File: config.mk
export PLATFORM = sky130hd
export DESIGN_NAME = ordered_ring_list_engine_flat
export DESIGN_NICKNAME = d
export VERILOG_FILES = /design/src/design/orle_pkg.sv /design/src/design/orle_if.sv /design/src/design/orle_ram.sv /design/src/design/orle_datapath.sv /design/src/design/orle_ctrl.sv /design/src/design/ordered_ring_list_engine.sv /design/src/flat_wrapper.sv
export VERILOG_INCLUDE_DIRS = /design/src /design/src/design
export SDC_FILE = /design/constraint.sdc
export NUM_CORES = 1
export LEC_CHECK = 0
export BUFFER_PORTS_ARGS = -buffer_cell sky130_fd_sc_hd__buf_2
export CORE_ASPECT_RATIO = 1.25
export CORE_UTILIZATION = 62
export CTS_CLUSTER_SIZE = 16
export DETAILED_ROUTE_END_ITERATION = 16
export GPL_TIMING_DRIVEN = 0
export HOLD_SLACK_MARGIN = 0.15
export PLACE_DENSITY = 0.91
export SLEW_MARGIN = 25
export SYNTH_ARGS = -nofsm -noshare
export SYNTH_HDL_FRONTEND = slang
export SYNTH_SLANG_ARGS = --single-unit
File: constraint.sdc
create_clock -name clock -period 6.6 [get_ports clock]
set_clock_uncertainty 0.15 [all_clocks]
set_input_delay 0.99 -clock clock [delete_from_list [all_inputs] [get_ports clock]]
set_output_delay 0.99 -clock clock [all_outputs]
set_load 0.02 [all_outputs]
File: src/design/ordered_ring_list_engine_defines.svh
// ----------------------------------------------------------------------------
// ordered ring list engine assertion macros
// shared property wrappers, clocked on clock and disabled during reset
// ----------------------------------------------------------------------------
`ifndef ORDERED_RING_LIST_ENGINE_DEFINES_SVH
`define ORDERED_RING_LIST_ENGINE_DEFINES_SVH

// same-cycle implication
`define ORLE_ASSERT_IMP(lbl, ante, cons, msg) \
   lbl: assert property (@(posedge clock) disable iff (reset) (ante) |-> (cons)) \
      else $error(msg);

// next-cycle implication
`define ORLE_ASSERT_NXT(lbl, ante, cons, msg) \
   lbl: assert property (@(posedge clock) disable iff (reset) (ante) |=> (cons)) \
      else $error(msg);

`endif

File: src/design/orle_pkg.sv
// ----------------------------------------------------------------------------
// orle_pkg
// sizes, operation and status codes, and controller/datapath bundles
// ----------------------------------------------------------------------------
`default_nettype none

package orle_pkg;

   // storage geometry
   localparam int CAPACITY = 16;
   localparam int IDX_W    = $clog2(CAPACITY);
   localparam int CNT_W    = $clog2(CAPACITY + 1);
   localparam int DATA_W   = 32;
   localparam int OP_W     = 2;
   localparam int STS_W    = 2;

   // operation codes
   localparam logic [OP_W-1:0] OP_INSERT = 2'd0;
   localparam logic [OP_W-1:0] OP_DELETE = 2'd1;
   localparam logic [OP_W-1:0] OP_DUMP   = 2'd2;

   // result status codes
   localparam logic [STS_W-1:0] STS_OK        = 2'd0;
   localparam logic [STS_W-1:0] STS_EMPTY     = 2'd1;
   localparam logic [STS_W-1:0] STS_NOT_FOUND = 2'd2;
   localparam logic [STS_W-1:0] STS_FULL      = 2'd3;

   // commands from controller to datapath
   typedef struct packed {
      logic             load_item;
      logic             ins_first;
      logic             ins_link;
      logic             walk_start;
      logic             walk_step;
      logic             del_commit;
      logic             out_load;
      logic [STS_W-1:0] out_status;
      logic             out_data;
      logic             out_last;
   } orle_cmd_type;

   // status from datapath to controller
   typedef struct packed {
      logic [OP_W-1:0] operation;
      logic            is_empty;
      logic            is_full;
      logic            key_match;
      logic            walk_last;
      logic            out_free;
   } orle_sts_type;

endpackage

`default_nettype wire

File: src/design/orle_if.sv
// ----------------------------------------------------------------------------
// orle channel interfaces
// request and response channels with valid/ready handshake
// ----------------------------------------------------------------------------
`default_nettype none

// request channel: one word per operation
interface orle_req_if import orle_pkg::*; ();
   logic                     valid;
   logic                     ready;
   logic [OP_W-1:0]          operation;
   logic signed [DATA_W-1:0] key;

   modport source (output valid, output operation, output key, input ready);
   modport sink (input valid, input operation, input key, output ready);
endinterface

// response channel: one word per result
interface orle_rsp_if import orle_pkg::*; ();
   logic                     valid;
   logic                     ready;
   logic [STS_W-1:0]         status;
   logic signed [DATA_W-1:0] value;
   logic                     last;

   modport source (output valid, output status, output value, output last, input ready);
   modport sink (input valid, input status, input value, input last, output ready);
endinterface

`default_nettype wire

File: src/design/orle_ram.sv
// ----------------------------------------------------------------------------
// orle_ram
// generic single write port, single read port ram with registered read
// ----------------------------------------------------------------------------
`default_nettype none

module orle_ram #(
   parameter int WIDTH = 32,
   parameter int DEPTH = 16
) (
   input  wire logic                     clock,
   input  wire logic                     wr_en,
   input  wire logic [$clog2(DEPTH)-1:0] wr_addr,
   input  wire logic [WIDTH-1:0]         wr_data,
   input  wire logic                     rd_en,
   input  wire logic [$clog2(DEPTH)-1:0] rd_addr,
   output logic      [WIDTH-1:0]         rd_data
);

   logic [WIDTH-1:0] mem_ff [DEPTH];
   logic [WIDTH-1:0] rd_data_ff;

   // write port
   always_ff @(posedge clock) begin
      if (wr_en) begin
         mem_ff[wr_addr] <= wr_data;
      end
   end

   // registered read port, holds when not enabled
   always_ff @(posedge clock) begin
      if (rd_en) begin
         rd_data_ff <= mem_ff[rd_addr];
      end
   end

   assign rd_data = rd_data_ff;

endmodule

`default_nettype wire

File: src/design/orle_datapath.sv
// ----------------------------------------------------------------------------
// orle_datapath
// entry and link storage, head/tail/count/free state, walk pointers, result word
// ----------------------------------------------------------------------------
`default_nettype none

module orle_datapath import orle_pkg::*; (
   input  wire logic                     clock,
   input  wire logic                     reset,
   input  wire orle_cmd_type             cmd,
   output orle_sts_type                  sts,
   input  wire logic [OP_W-1:0]          req_operation,
   input  wire logic signed [DATA_W-1:0] req_key,
   output logic                          rsp_valid,
   input  wire logic                     rsp_ready,
   output logic [STS_W-1:0]              rsp_status,
   output logic signed [DATA_W-1:0]      rsp_value,
   output logic                          rsp_last
);

   // item latch
   logic [OP_W-1:0]          op_ff;
   logic signed [DATA_W-1:0] key_ff;

   // list state
   logic [IDX_W-1:0]    head_ff, head_in;
   logic [IDX_W-1:0]    tail_ff, tail_in;
   logic [CNT_W-1:0]    count_ff, count_in;
   logic [CAPACITY-1:0] free_ff, free_in;

   // insert slot and walk pointers
   logic [IDX_W-1:0] slot_ff;
   logic [IDX_W-1:0] cur_ff;
   logic [IDX_W-1:0] prv_ff;
   logic [IDX_W-1:0] step_ff;

   // result word
   logic                     rsp_valid_ff, rsp_valid_in;
   logic [STS_W-1:0]         rsp_status_ff;
   logic signed [DATA_W-1:0] rsp_value_ff;
   logic                     rsp_last_ff;

   // ram ports
   logic              val_wr_en;
   logic [DATA_W-1:0] val_rd;
   logic              nxt_wr_en;
   logic [IDX_W-1:0]  nxt_wr_addr;
   logic [IDX_W-1:0]  nxt_wr_data;
   logic [IDX_W-1:0]  nxt_rd;
   logic              rd_en;
   logic [IDX_W-1:0]  rd_addr;

   logic [IDX_W-1:0] free_slot;
   logic             is_empty;
   logic             out_free;

   // lowest free slot
   always_comb begin
      free_slot = '0;
      for (int i = CAPACITY - 1; i >= 0; i--) begin
         if (free_ff[i]) begin
            free_slot = IDX_W'(i);
         end
      end
   end

   assign is_empty = (count_ff == '0);
   assign out_free = !rsp_valid_ff || rsp_ready;

   // walk read address: head on start, else the link just read
   assign rd_en   = cmd.walk_start || cmd.walk_step;
   assign rd_addr = cmd.walk_start ? head_ff : nxt_rd;

   // value store is written only when a slot is claimed
   assign val_wr_en = cmd.ins_first;

   // link store write selection
   always_comb begin
      nxt_wr_en   = 1'b0;
      nxt_wr_addr = prv_ff;
      nxt_wr_data = nxt_rd;
      if (cmd.ins_first) begin
         nxt_wr_en   = 1'b1;
         nxt_wr_addr = free_slot;
         nxt_wr_data = is_empty ? free_slot : head_ff;
      end else if (cmd.ins_link) begin
         nxt_wr_en   = !is_empty;
         nxt_wr_addr = tail_ff;
         nxt_wr_data = slot_ff;
      end else if (cmd.del_commit) begin
         nxt_wr_en   = 1'b1;
      end
   end

   orle_ram #(
      .WIDTH (DATA_W),
      .DEPTH (CAPACITY)
   ) u_val_ram (
      .clock   (clock),
      .wr_en   (val_wr_en),
      .wr_addr (free_slot),
      .wr_data ($unsigned(key_ff)),
      .rd_en   (rd_en),
      .rd_addr (rd_addr),
      .rd_data (val_rd)
   );

   orle_ram #(
      .WIDTH (IDX_W),
      .DEPTH (CAPACITY)
   ) u_nxt_ram (
      .clock   (clock),
      .wr_en   (nxt_wr_en),
      .wr_addr (nxt_wr_addr),
      .wr_data (nxt_wr_data),
      .rd_en   (rd_en),
      .rd_addr (rd_addr),
      .rd_data (nxt_rd)
   );

   // list state next values
   always_comb begin
      head_in  = head_ff;
      tail_in  = tail_ff;
      count_in = count_ff;
      free_in  = free_ff;
      if (cmd.ins_link) begin
         if (is_empty) begin
            head_in = slot_ff;
         end
         tail_in          = slot_ff;
         count_in         = count_ff + CNT_W'(1);
         free_in[slot_ff] = 1'b0;
      end else if (cmd.del_commit) begin
         if (cur_ff == head_ff) begin
            head_in = nxt_rd;
         end
         if (cur_ff == tail_ff) begin
            tail_in = prv_ff;
         end
         count_in        = count_ff - CNT_W'(1);
         free_in[cur_ff] = 1'b1;
      end
   end

   always_ff @(posedge clock) begin
      if (reset) begin
         head_ff  <= '0;
         tail_ff  <= '0;
         count_ff <= '0;
         free_ff  <= '1;
      end else begin
         head_ff  <= head_in;
         tail_ff  <= tail_in;
         count_ff <= count_in;
         free_ff  <= free_in;
      end
   end

   // item latch, slot and walk pointers
   always_ff @(posedge clock) begin
      if (cmd.load_item) begin
         op_ff  <= req_operation;
         key_ff <= req_key;
      end
      if (cmd.ins_first) begin
         slot_ff <= free_slot;
      end
      if (cmd.walk_start) begin
         cur_ff  <= head_ff;
         prv_ff  <= tail_ff;
         step_ff <= '0;
      end else if (cmd.walk_step) begin
         cur_ff  <= nxt_rd;
         prv_ff  <= cur_ff;
         step_ff <= step_ff + IDX_W'(1);
      end
   end

   // result word register
   always_comb begin
      rsp_valid_in = rsp_valid_ff;
      if (cmd.out_load) begin
         rsp_valid_in = 1'b1;
      end else if (rsp_ready) begin
         rsp_valid_in = 1'b0;
      end
   end

   always_ff @(posedge clock) begin
      if (reset) begin
         rsp_valid_ff <= 1'b0;
      end else begin
         rsp_valid_ff <= rsp_valid_in;
      end
   end

   always_ff @(posedge clock) begin
      if (cmd.out_load) begin
         rsp_status_ff <= cmd.out_status;
         rsp_value_ff  <= cmd.out_data ? $signed(val_rd) : '0;
         rsp_last_ff   <= cmd.out_last;
      end
   end

   assign rsp_valid  = rsp_valid_ff;
   assign rsp_status = rsp_status_ff;
   assign rsp_value  = rsp_value_ff;
   assign rsp_last   = rsp_last_ff;

   // status to controller
   assign sts.operation = op_ff;
   assign sts.is_empty  = is_empty;
   assign sts.is_full   = (count_ff == CNT_W'(CAPACITY));
   assign sts.key_match = ($unsigned(key_ff) == val_rd);
   assign sts.walk_last = (CNT_W'(step_ff) == (count_ff - CNT_W'(1)));
   assign sts.out_free  = out_free;

endmodule

`default_nettype wire

File: src/design/orle_ctrl.sv
// ----------------------------------------------------------------------------
// orle_ctrl
// operation sequencer: decode, insert link steps, list walk, result issue
// ----------------------------------------------------------------------------
`default_nettype none

module orle_ctrl import orle_pkg::*; (
   input  wire logic         clock,
   input  wire logic         reset,
   input  wire logic         req_valid,
   output logic              req_ready,
   input  wire orle_sts_type sts,
   output orle_cmd_type      cmd
);

   localparam logic [2:0] ST_IDLE   = 3'd0;
   localparam logic [2:0] ST_DECODE = 3'd1;
   localparam logic [2:0] ST_INS1   = 3'd2;
   localparam logic [2:0] ST_INS2   = 3'd3;
   localparam logic [2:0] ST_WALK   = 3'd4;
   localparam logic [2:0] ST_RESP   = 3'd5;

   logic [2:0]       state_ff, state_in;
   logic [STS_W-1:0] resp_status_ff, resp_status_in;

   // next state and commands
   always_comb begin
      state_in       = state_ff;
      resp_status_in = resp_status_ff;
      cmd            = '0;
      case (state_ff)
         ST_IDLE: begin
            if (req_valid) begin
               cmd.load_item = 1'b1;
               state_in      = ST_DECODE;
            end
         end
         ST_DECODE: begin
            case (sts.operation)
               OP_INSERT: begin
                  if (sts.is_full) begin
                     resp_status_in = STS_FULL;
                     state_in       = ST_RESP;
                  end else begin
                     state_in = ST_INS1;
                  end
               end
               OP_DELETE, OP_DUMP: begin
                  if (sts.is_empty) begin
                     resp_status_in = STS_EMPTY;
                     state_in       = ST_RESP;
                  end else begin
                     cmd.walk_start = 1'b1;
                     state_in       = ST_WALK;
                  end
               end
               default: begin
                  state_in = ST_IDLE;
               end
            endcase
         end
         ST_INS1: begin
            cmd.ins_first = 1'b1;
            state_in      = ST_INS2;
         end
         ST_INS2: begin
            cmd.ins_link   = 1'b1;
            resp_status_in = STS_OK;
            state_in       = ST_RESP;
         end
         ST_WALK: begin
            if (sts.operation == OP_DUMP) begin
               // one stored value per word, stalls while the result is held
               if (sts.out_free) begin
                  cmd.out_load   = 1'b1;
                  cmd.out_status = STS_OK;
                  cmd.out_data   = 1'b1;
                  cmd.out_last   = sts.walk_last;
                  if (sts.walk_last) begin
                     state_in = ST_IDLE;
                  end else begin
                     cmd.walk_step = 1'b1;
                  end
               end
            end else begin
               // search for the first match from the head
               if (sts.key_match) begin
                  cmd.del_commit = 1'b1;
                  resp_status_in = STS_OK;
                  state_in       = ST_RESP;
               end else if (sts.walk_last) begin
                  resp_status_in = STS_NOT_FOUND;
                  state_in       = ST_RESP;
               end else begin
                  cmd.walk_step = 1'b1;
               end
            end
         end
         ST_RESP: begin
            if (sts.out_free) begin
               cmd.out_load   = 1'b1;
               cmd.out_status = resp_status_ff;
               cmd.out_last   = 1'b1;
               state_in       = ST_IDLE;
            end
         end
         default: begin
            state_in = ST_IDLE;
         end
      endcase
   end

   always_ff @(posedge clock) begin
      if (reset) begin
         state_ff       <= ST_IDLE;
         resp_status_ff <= STS_OK;
      end else begin
         state_ff       <= state_in;
         resp_status_ff <= resp_status_in;
      end
   end

   assign req_ready = (state_ff == ST_IDLE);

endmodule

`default_nettype wire

File: src/design/ordered_ring_list_engine.sv
// ----------------------------------------------------------------------------
// ordered_ring_list_engine
// insert: claim the lowest free slot, then link it at the tail; a full list gives a full word
// delete: the walk reads one link per cycle from the head; an empty list gives an empty word
// dump: count words from the head, one word per cycle while the result word is free
// one operation at a time, the next accept comes once the last word is loaded;
// a held result word stalls the walk; operation code 3 gives no word
// synchronous active-high reset empties the list, no clearing pass is needed
// ----------------------------------------------------------------------------
`default_nettype none
`include "ordered_ring_list_engine_defines.svh"

module ordered_ring_list_engine import orle_pkg::*; (
   input  wire logic  clock,
   input  wire logic  reset,
   orle_req_if.sink   req_chan,
   orle_rsp_if.source rsp_chan
);

   orle_cmd_type cmd;
   orle_sts_type sts;
   logic         req_ready;
   logic [2:0]   link_writes;

   // sequencer
   orle_ctrl u_ctrl (
      .clock     (clock),
      .reset     (reset),
      .req_valid (req_chan.valid),
      .req_ready (req_ready),
      .sts       (sts),
      .cmd       (cmd)
   );

   // storage and result word
   orle_datapath u_datapath (
      .clock         (clock),
      .reset         (reset),
      .cmd           (cmd),
      .sts           (sts),
      .req_operation (req_chan.operation),
      .req_key       (req_chan.key),
      .rsp_valid     (rsp_chan.valid),
      .rsp_ready     (rsp_chan.ready),
      .rsp_status    (rsp_chan.status),
      .rsp_value     (rsp_chan.value),
      .rsp_last      (rsp_chan.last)
   );

   assign req_chan.ready = req_ready;

   // link ram write sources
   assign link_writes = {cmd.ins_first, cmd.ins_link, cmd.del_commit};

   // checks
   `ORLE_ASSERT_IMP(a_out_no_overwrite, cmd.out_load, sts.out_free, "result word overwritten")
   `ORLE_ASSERT_IMP(a_link_one_writer, 1'b1, $onehot0(link_writes), "link ram written twice")
   `ORLE_ASSERT_IMP(a_no_insert_full, cmd.ins_first, !sts.is_full, "insert into full list")
   `ORLE_ASSERT_NXT(a_busy_after_accept, req_chan.valid && req_ready, !req_ready, "accepted while busy")

endmodule

`default_nettype wire
File: src/flat_wrapper.sv
// flat-port wrapper written by rule: the top's interface ports become plain ports
module ordered_ring_list_engine_flat import orle_pkg::*;
  (clock, reset, req_chan_valid, req_chan_operation, req_chan_key, req_chan_ready, rsp_chan_valid, rsp_chan_status, rsp_chan_value, rsp_chan_last, rsp_chan_ready);
  orle_req_if req_chan_i ();
  orle_rsp_if rsp_chan_i ();
  input  wire logic clock;
  input  wire logic reset;
  input wire logic [$bits(req_chan_i.valid)-1:0] req_chan_valid;
  input wire logic [$bits(req_chan_i.operation)-1:0] req_chan_operation;
  input wire logic [$bits(req_chan_i.key)-1:0] req_chan_key;
  output wire logic [$bits(req_chan_i.ready)-1:0] req_chan_ready;
  output wire logic [$bits(rsp_chan_i.valid)-1:0] rsp_chan_valid;
  output wire logic [$bits(rsp_chan_i.status)-1:0] rsp_chan_status;
  output wire logic [$bits(rsp_chan_i.value)-1:0] rsp_chan_value;
  output wire logic [$bits(rsp_chan_i.last)-1:0] rsp_chan_last;
  input wire logic [$bits(rsp_chan_i.ready)-1:0] rsp_chan_ready;
  assign req_chan_i.valid = req_chan_valid;
  assign req_chan_i.operation = req_chan_operation;
  assign req_chan_i.key = req_chan_key;
  assign req_chan_ready = req_chan_i.ready;
  assign rsp_chan_valid = rsp_chan_i.valid;
  assign rsp_chan_status = rsp_chan_i.status;
  assign rsp_chan_value = rsp_chan_i.value;
  assign rsp_chan_last = rsp_chan_i.last;
  assign rsp_chan_i.ready = rsp_chan_ready;
  ordered_ring_list_engine u_core (.clock(clock), .reset(reset), .req_chan(req_chan_i), .rsp_chan(rsp_chan_i));
endmodule
==> summary.md, run 1 <==
| Metric | Value |
|---|---|
| Time the worst path needs with I/O delays and setup | 5.05 ns |
| Final count of hold timing violations | 0 |
| Share of power burned in the clock network | 32.9% |
| Die Footprint | between 0.04 and 0.05 mm^2 |
| Part of the Yosys area used for sequential elements | 74.2% |
| Vias | 18200 |
| Final setup violating endpoints | 0 |
| Clock buffer count from CTS | approximately 70 |
| Drt via density | 7.11 |
| Synth top area share | a little under three quarters |
| Placeable core region | between 0.04 and 0.05 mm^2 |
| Power per unit of standard cell area | between 300 and 400 mW/mm^2 |
| Initial detailed-routing violation count | approximately 2600 |
| Clock tree root buffer cell | clkbuf_16 |
| Sw Share | 29.0% |
| Via count of the first global-routing pass | 18100 |
| Pre-CTS WS | roughly 2.0 ns |
| Part of the power in combinational logic | 17.9% |
| Mean Syn Cell Area | 16.6 um^2 |
| DIE WIDTH | 196 um |
| Core utilization of the finished layout | 71.8% |
| Worst min-delay path class | flop to flop |
| Clock sink count | 732 |
| Transition at the pin with the smallest max-transition slack | 1.08 ns |
| Most frequent cells in the layout | edfxtp_1 (693), mux2i_1 (294), o22ai_1 (146) |
| Antenna fix cells | 0 |
| First-pass GRT wire length | 115000 um |
| Lkg Pwr | 11.5 nW |
| Multi-input logic area | 0.00711 mm^2 |
| Sequential cell area | 0.0216 mm^2 |
| NetSw | 3.52 mW |
| Class of the most critical setup path | flop to flop |
| Part of the total power dissipated in sequential elements | 49.2% |
| Status | finished clean |
| Number of nets produced by synthesis | 1802 |
| Maximum resistive drop on vdd | 0.295 mV |
| Netlist area before placement | 0.0291 mm^2 |
| Asr flop ratio synth | 0% |
| Flop and latch count out of synthesis | about 730 |
| Per-cell routed wire length | between 30 and 40 um |
| F_max | 0.198 GHz |
| Main flop type after synthesis | edfxtp_1 |
| WP data arrival | 5.14 ns |
| Starting density of the core | 62.9% |
| Die extent in y | 244 um |
| Critical Path Source Type | flop |
| Clock-pin slew of the registers on the worst-case setup and hold paths | approximately 0.070 ns |
| Count of buffers added by post-CTS timing repair for setup | 0 |
| Biggest area contributors in the synthesized netlist | edfxtp_1 (72%), mux2i_1 (10%), o22ai_1 (3.1%) |
| Maximum level of the CTS H-tree | 3 |
| Count of flip-flops with a built-in enable after synthesis | between 600 and 700 |
| Global Route Usage Sum | 33.5% |
| Number of design rule violations left after detail routing | 0 |
| Final #Nets | between 1500 and 2000 |
| Number of distinct library cells after synthesis | 69 |
| Setup repair after global routing missed its margin | no |
| Leading cell type in the layout, fill and taps excluded | edfxtp_1 |
| Maximum clock insertion buffer count | 3 |
| CTS Hold Buffers Added | 0 |
| Maximum number of pins on one net before global-route repair | 35 |
| Worst slew margin relative to its limit | between 20% and 30% |
| Cell Int Power | 8.61 mW |
| Resized cells post-CTS | 0 |
| Cell row count | 88 |
| Routability congestion estimate | between 0.9 and 1 |
| Worst Path Max Fanout | 17 |
| Total of buffers placed on input and output ports | 73 |
| Detail Route Antenna Nets | 0 |
| Ratio of cells with drive above 1 in the final layout | 15.7% |
| Endpoint kind of the worst setup timing path | flop |
| Final HPWL DP | 47700 um |
| Leading area contributor after synthesis | edfxtp_1 |
| Residual overflow from global routing | 0 |
| Number of detailed-routing iterations run before antenna repair | 6 |
| DRT Wirelength | 80100 um |
| Minimum setup slack in the final design | approximately 1.5 ns |
| Number of instances in the synthesized netlist | 1758 |
| Max Cap Violations | 0 |
| Clk_lat worst skew | 0.63 ns |
| Count of boundary I/O pins | 75 |
| Total of warnings raised by yosys | 0 |
| Post-route fraction of the period consumed by the critical path | between 70 and 80% |
| Count of pins over their slew limit | 0 |
| Setup tns final | 0 ns |
| Antenna violations before repair | 1 |
| Area added between synthesis and finish | 14.1% |
| Data required time at the worst endpoint | approximately 6.7 ns |
| TritonCTS clock tree | built |
| Number of fillers in the final layout | approximately 2500 |
| Final hold slack | about 0.35 ns |
## registers in the layout, summed over array words and instances, names as in the netlist
signal	count
u_core.u_datapath.free_ff	16
u_core.u_datapath.u_nxt_ram.mem_ff	64
u_core.u_datapath.prv_ff	4
u_core.u_ctrl.resp_status_ff	2
u_core.u_datapath.head_ff	4
u_core.u_datapath.u_nxt_ram.rd_data	4
u_core.u_datapath.rsp_last	1
u_core.u_datapath.key_ff	32
u_core.u_ctrl.state_ff	3
u_core.u_datapath.cur_ff	4
u_core.u_datapath.op_ff	2
u_core.u_datapath.tail_ff	4
u_core.u_datapath.rsp_status	2
u_core.u_datapath.u_val_ram.mem_ff	512
u_core.u_datapath.count_ff	5
u_core.u_datapath.rsp_valid	1
u_core.u_datapath.rsp_value	32
u_core.u_datapath.slot_ff	4
u_core.u_datapath.u_val_ram.rd_data	32
u_core.u_datapath.step_ff	4
## synth_stat cells, types with 6 or more instances
cell and count:
nand3_1 17, dfxtp_1 39, buf_2 37, o22ai_1 146, mux2i_1 294, a211oi_1 9, inv_1 17, and2_1 36
nand2b_1 6, ha_1 6, nand2_1 55, nor3b_1 7, o31ai_1 10, clkbuf_1 20, a21oi_1 37, o21ai_0 22
xnor2_1 22, nor4_1 16, nand4_1 11, xor2_1 23, nor2_1 51, edfxtp_1 693, or4_1 42, nor3_1 30
buf_4 22
## routing by layer
layer	track usage [%]	part of all wire [%]
met3	8.85	12
met4	22.6	6.9
met5	0	0.022
met2	54.3	48
met1	39.6	32
## kinds of logic after synthesis
group | count (synthesis) | share of synthesized area [%]
flops | 732 | 74.2
mux | 297 | 10.2
buf+inv | 108 | 1.97
simple gates | 299 | 5.67
xor+xnor | 45 | 1.35
fa+ha+maj | 6 | 0.258
compound gates | 271 | 6.30
## critical path, cell delays in order (launching register included)
cell and delay, ns:
edfxtp_1 0.63, xnor2_1 0.50, nand4_1 0.38, or4_1 0.74, nor3_1 0.87, o21ai_0 0.47, nor3_1 0.93
## worst paths after layout
kind                                                 startpoint                                         to  slack [ns]  cells past startpoint
worst max-delay path               u_core.u_datapath.key_ff[23]  u_core.u_datapath.u_nxt_ram.mem_ff[13][3]        1.55                      6
worst min-delay path            u_core.u_ctrl.resp_status_ff[0]            u_core.u_ctrl.resp_status_ff[0]        0.35                      2
worst max register to register     u_core.u_datapath.key_ff[23]  u_core.u_datapath.u_nxt_ram.mem_ff[13][3]        1.55                      6
worst min register to register  u_core.u_ctrl.resp_status_ff[0]            u_core.u_ctrl.resp_status_ff[0]        0.35                      2
## stage by stage
step | std cells | power [mW] | instance area [um^2]
6_report | 2565 | 12.1 | 33200
5_1_grt | 2565 | 12.4 | 33200
4_1_cts | 2564 | 12.0 | 33200
3_5_place_dp | 2442 | 8.06 | 30900
3_3_place_gp | 2416 | 7.91 | 30200
2_1_floorplan | 1758 | 7.23 | 29100
## layout make-up
| type | count | share of cell area (%) |
|---|---|---|
| sequential | 732 | 65.0 |
| multi-input combinational | 918 | 21.4 |
| clock buffer | 79 | 5.38 |
| timing repair buffer | 100 | 2.96 |
| tap | 585 | 2.20 |
| buffer | 89 | 1.52 |
| clock inverter | 43 | 1.29 |
| inverter | 19 | 0.215 |
## power groups by stage
| stage | registers [mW] | clock network, mW | logic [mW] |
|---|---|---|---|
| 2_1_floorplan | 5.99 | 0 | 1.24 |
| 3_3_place_gp | 6.05 | 0 | 1.86 |
| 3_5_place_dp | 6.05 | 0 | 2.02 |
| 4_1_cts | 5.96 | 3.96 | 2.08 |
| 5_1_grt | 6.00 | 4.14 | 2.22 |
| 6_report | 5.97 | 3.99 | 2.17 |
Note: power is estimated with default switching activity, not from simulation.
==> run 2, diff against run 1 <==
--- a/config.mk
+++ b/config.mk
@@ -8,12 +8,12 @@
 export LEC_CHECK = 0
 export BUFFER_PORTS_ARGS = -buffer_cell sky130_fd_sc_hd__buf_2
 export CORE_ASPECT_RATIO = 1.25
-export CORE_UTILIZATION = 62
+export CORE_UTILIZATION = 56
 export CTS_CLUSTER_SIZE = 16
 export DETAILED_ROUTE_END_ITERATION = 16
 export GPL_TIMING_DRIVEN = 0
 export HOLD_SLACK_MARGIN = 0.15
-export PLACE_DENSITY = 0.91
+export PLACE_DENSITY = 0.88
 export SLEW_MARGIN = 25
 export SYNTH_ARGS = -nofsm -noshare
 export SYNTH_HDL_FRONTEND = slang
==> constraint.sdc (replaced) <==
create_clock -name clock -period 4.28 [get_ports clock]
set_clock_uncertainty 0.15 [all_clocks]
set_input_delay 0.642 -clock clock [delete_from_list [all_inputs] [get_ports clock]]
set_output_delay 0.642 -clock clock [all_outputs]
set_load 0.02 [all_outputs]
==> run 2 against run 1 <==
The run now ends with negative setup slack left. Power is 54% higher. Clock-buffer cell count is 7 higher. Combinational power is 54% higher. Design area is 1.9% higher. Final cell count is 4.5% higher. Setup slack worse by 1.7 ns. Non-clock buffer count is 36 higher. Utilization is 6.0 points lower. Worst hold slack worse by 0.029 ns. Critical path type unchanged. Largest power group unchanged. Highest routed layer is now met4.
==> summary.md, run 2 (synthesized netlist as in run 1, its figures left out) <==
| Metric | Value |
|---|---|
| Time the worst path needs with I/O delays and setup | 4.39 ns (-0.667 ns) |
| Starting density of the core | 56.6% (-6.3 points) |
| Die extent in y | 257 um (+5.2%) |
| Antenna violations before repair | 1 (unchanged) |
| Number of placed instances, taps included | 2525 (+3.4%) |
| Critical Path Source Type | flop |
| Via count of the first global-routing pass | 18400 (+1.5%) |
| Clock-pin slew of the registers on the worst-case setup and hold paths | 0.06 ns (about the same) |
| Worst setup path startpoint | u_core.u_datapath.key_ff[20] |
| Routability congestion estimate | 0.915 (-3.3%) |
| Largest register by flop count | u_core.u_datapath.u_val_ram.mem_ff |
| Final #Nets | 2008 (+1.8%) |
| Clock sink count | 732 (unchanged) |
| DIE WIDTH | 206 um (+5.2%) |
| Total power of the final layout | 18.6 mW (+54%) |
| Worst slew margin relative to its limit | 37.9% (+10 points) |
| Maximum number of pins on one net before global-route repair | 35 (unchanged) |
| Endpoint kind of the worst setup timing path | flop |
| Number of fillers in the final layout | 3165 (+24%) |
| Core utilization of the finished layout | 65.7% (-6.0 points) |
| Worst hold path depth | 3 (+1) |
| Transition at the pin with the smallest max-transition slack | 0.932 ns (-0.146 ns) |
| Die Footprint | 0.0529 mm^2 (+11%) |
| Worst Path Max Fanout | 17 (unchanged) |
| Detail Route Antenna Nets | 0 (unchanged) |
| Placeable core region | 0.0514 mm^2 (+11%) |
| Final HPWL DP | 48200 um (+1.1%) |
| Global Route Usage Sum | 29.9% (-3.7 points) |
| Class of the most critical setup path | flop to flop |
| Clock buffer count from CTS | 68 (unchanged) |
| Cell type of the slowest stage on the worst timing path | edfxtp_1 |
| Drt via density | 6.72 (-5.5%) |
| Worst flop-to-flop path startpoint | u_core.u_datapath.key_ff[20] |
| Number of detailed-routing iterations run before antenna repair | 7 (+1) |
| Launch instance of the worst min-delay path | rsp_chan_ready |
| Maximum level of the CTS H-tree | 3 (unchanged) |
| Biggest cell delay along the critical path | 0.73 ns (-0.20 ns) |
| Area of all placed cells without fillers | 0.0338 mm^2 (+1.9%) |
| Antenna fix cells | 0 (unchanged) |
| TritonCTS clock tree | built |
| Total of buffers placed on input and output ports | 73 (unchanged) |
| Cell row count | 93 (+5.7%) |
| Placement Cell Area | 0.0312 mm^2 (+0.70%) |
| Area added between synthesis and finish | 16.2% |
| Sequence of cells on the critical path | xor2_1 -> nor4_1 -> nand4_1 -> nor3_2 -> o21ai_0 -> nor3_1 |
| DRT Wirelength | 78400 um (-2.1%) |
| Setup slack, reg-to-reg | -0.11 ns (-1.65 ns) |
| Lkg Pwr | 11.7 nW (+1.7%) |
| Most frequent cells in the layout | edfxtp_1 (693), mux2i_1 (293), o22ai_1 (146) |
| Count of pins over their slew limit | 0 (unchanged) |
| Sequential cell area | 0.0216 mm^2 (unchanged) |
| Final setup violating endpoints | 27 (+27) |
| Reg2reg path depth | 6 (unchanged) |
| Initial detailed-routing violation count | 2403 (-6.2%) |
| Minimum setup slack in the final design | -0.107 ns (-1.65 ns) |
| Setup repair after global routing missed its margin | yes |
| Post-route fraction of the period consumed by the critical path | 103% (+26 points) |
| Final hold slack | 0.318 ns (-0.0295 ns) |
| Pre-CTS WS | -0.406 ns (-2.38 ns) |
| Maximum resistive drop on vdd | 0.318 mV (+7.6%) |
| Worst min-delay path class | input pin to flop |
| Per-cell routed wire length | 29.2 um (-6.4%) |
| Vias | 18000 (-1.2%) |
| Power per unit of standard cell area | 551 mW/mm^2 (+51%) |
| First-pass GRT wire length | 114000 um (-0.89%) |
| Clk_lat worst skew | 0.62 ns (about the same) |
| Status | finished with violations |
| Leading registers by flop count | u_core.u_datapath.u_val_ram.mem_ff x512, u_core.u_datapath.u_nxt_ram.mem_ff x64 |
| Final count of hold timing violations | 0 (unchanged) |
| Max FFs per register | 512 (unchanged) |
| Number of standard cells in the layout, taps in and fillers out | 2681 (+4.5%) |
| Failing checks | negative setup slack |
| Count of boundary I/O pins | 75 (unchanged) |
| WP data arrival | 4.49 ns (-0.65 ns) |
| Residual overflow from global routing | 0 (unchanged) |
| Multi-input logic area | 0.00717 mm^2 (+0.97%) |
| Data required time at the worst endpoint | 4.38 ns (-2.30 ns) |
| Clock tree root buffer cell | clkbuf_16 |
| Leading cell type in the layout, fill and taps excluded | edfxtp_1 |
| Ratio of cells with drive above 1 in the final layout | 16.0% (+0.27 points) |
| Maximum clock insertion buffer count | 3 (unchanged) |
| Max Cap Violations | 0 (unchanged) |
| F_max | 0.228 GHz (+15%) |
| Setup tns final | -1.10 ns (-1.10 ns) |
| Number of design rule violations left after detail routing | 0 (unchanged) |
==> run 2: routing by layer <==
| layer | routed length, um | GRT usage (%) | vias to the layer above |
|---|---|---|---|
| met1 | 26100 | 35.2 | 8787 |
| met3 | 8330 | 6.29 | 363 |
| met4 | 5680 | 21.5 | 0 |
| met5 | 0 | 0 | - |
| li1 | - | - | 7407 |
| met2 | 38300 | 48.4 | 1457 |
==> run 2: path summary, 6_finish.rpt <==
check                                                            endpoint
worst min register to register            u_core.u_ctrl.resp_status_ff[0]
worst min-delay path                          u_core.u_datapath.rsp_valid
worst max-delay path            u_core.u_datapath.u_nxt_ram.mem_ff[13][2]
worst max register to register  u_core.u_datapath.u_nxt_ram.mem_ff[13][2]
==> run 2: critical path, delay by kind of cell (launching register included) <==
family / cells / cell delay, ns
and+or+nand+nor: 4 / 2.38
DFF: 1 / 0.73
AOI/OAI and AO/OA: 1 / 0.45
xor gates and xnor gates: 1 / 0.31
==> run 2: final cells by class <==
type	count	area share, %
flip-flops and latches	732	63.9
multi-input cells	918	21.2
clock buffers	86	5.48
repair buffers	136	4.23
well taps	665	2.46
plain buffers	89	1.49
clock inverters	36	1.06
inverters	19	0.211
==> run 2: repair_timing <==
item	in CTS	in global routing
gates resized for setup	10	3
gates cloned	0	0
pin swaps	0	0
setup buffers	0	0
hold buffers	34	0
endpoints found under the setup margin	60	61
endpoints found under the hold margin	34	0
==> run 2: power breakdown <==
group | switching, mW | internal (mW) | total (mW)
combinational | 2.17 | 1.17 | 3.34
clock | 2.63 | 3.45 | 6.08
sequential | 0.509 | 8.70 | 9.21
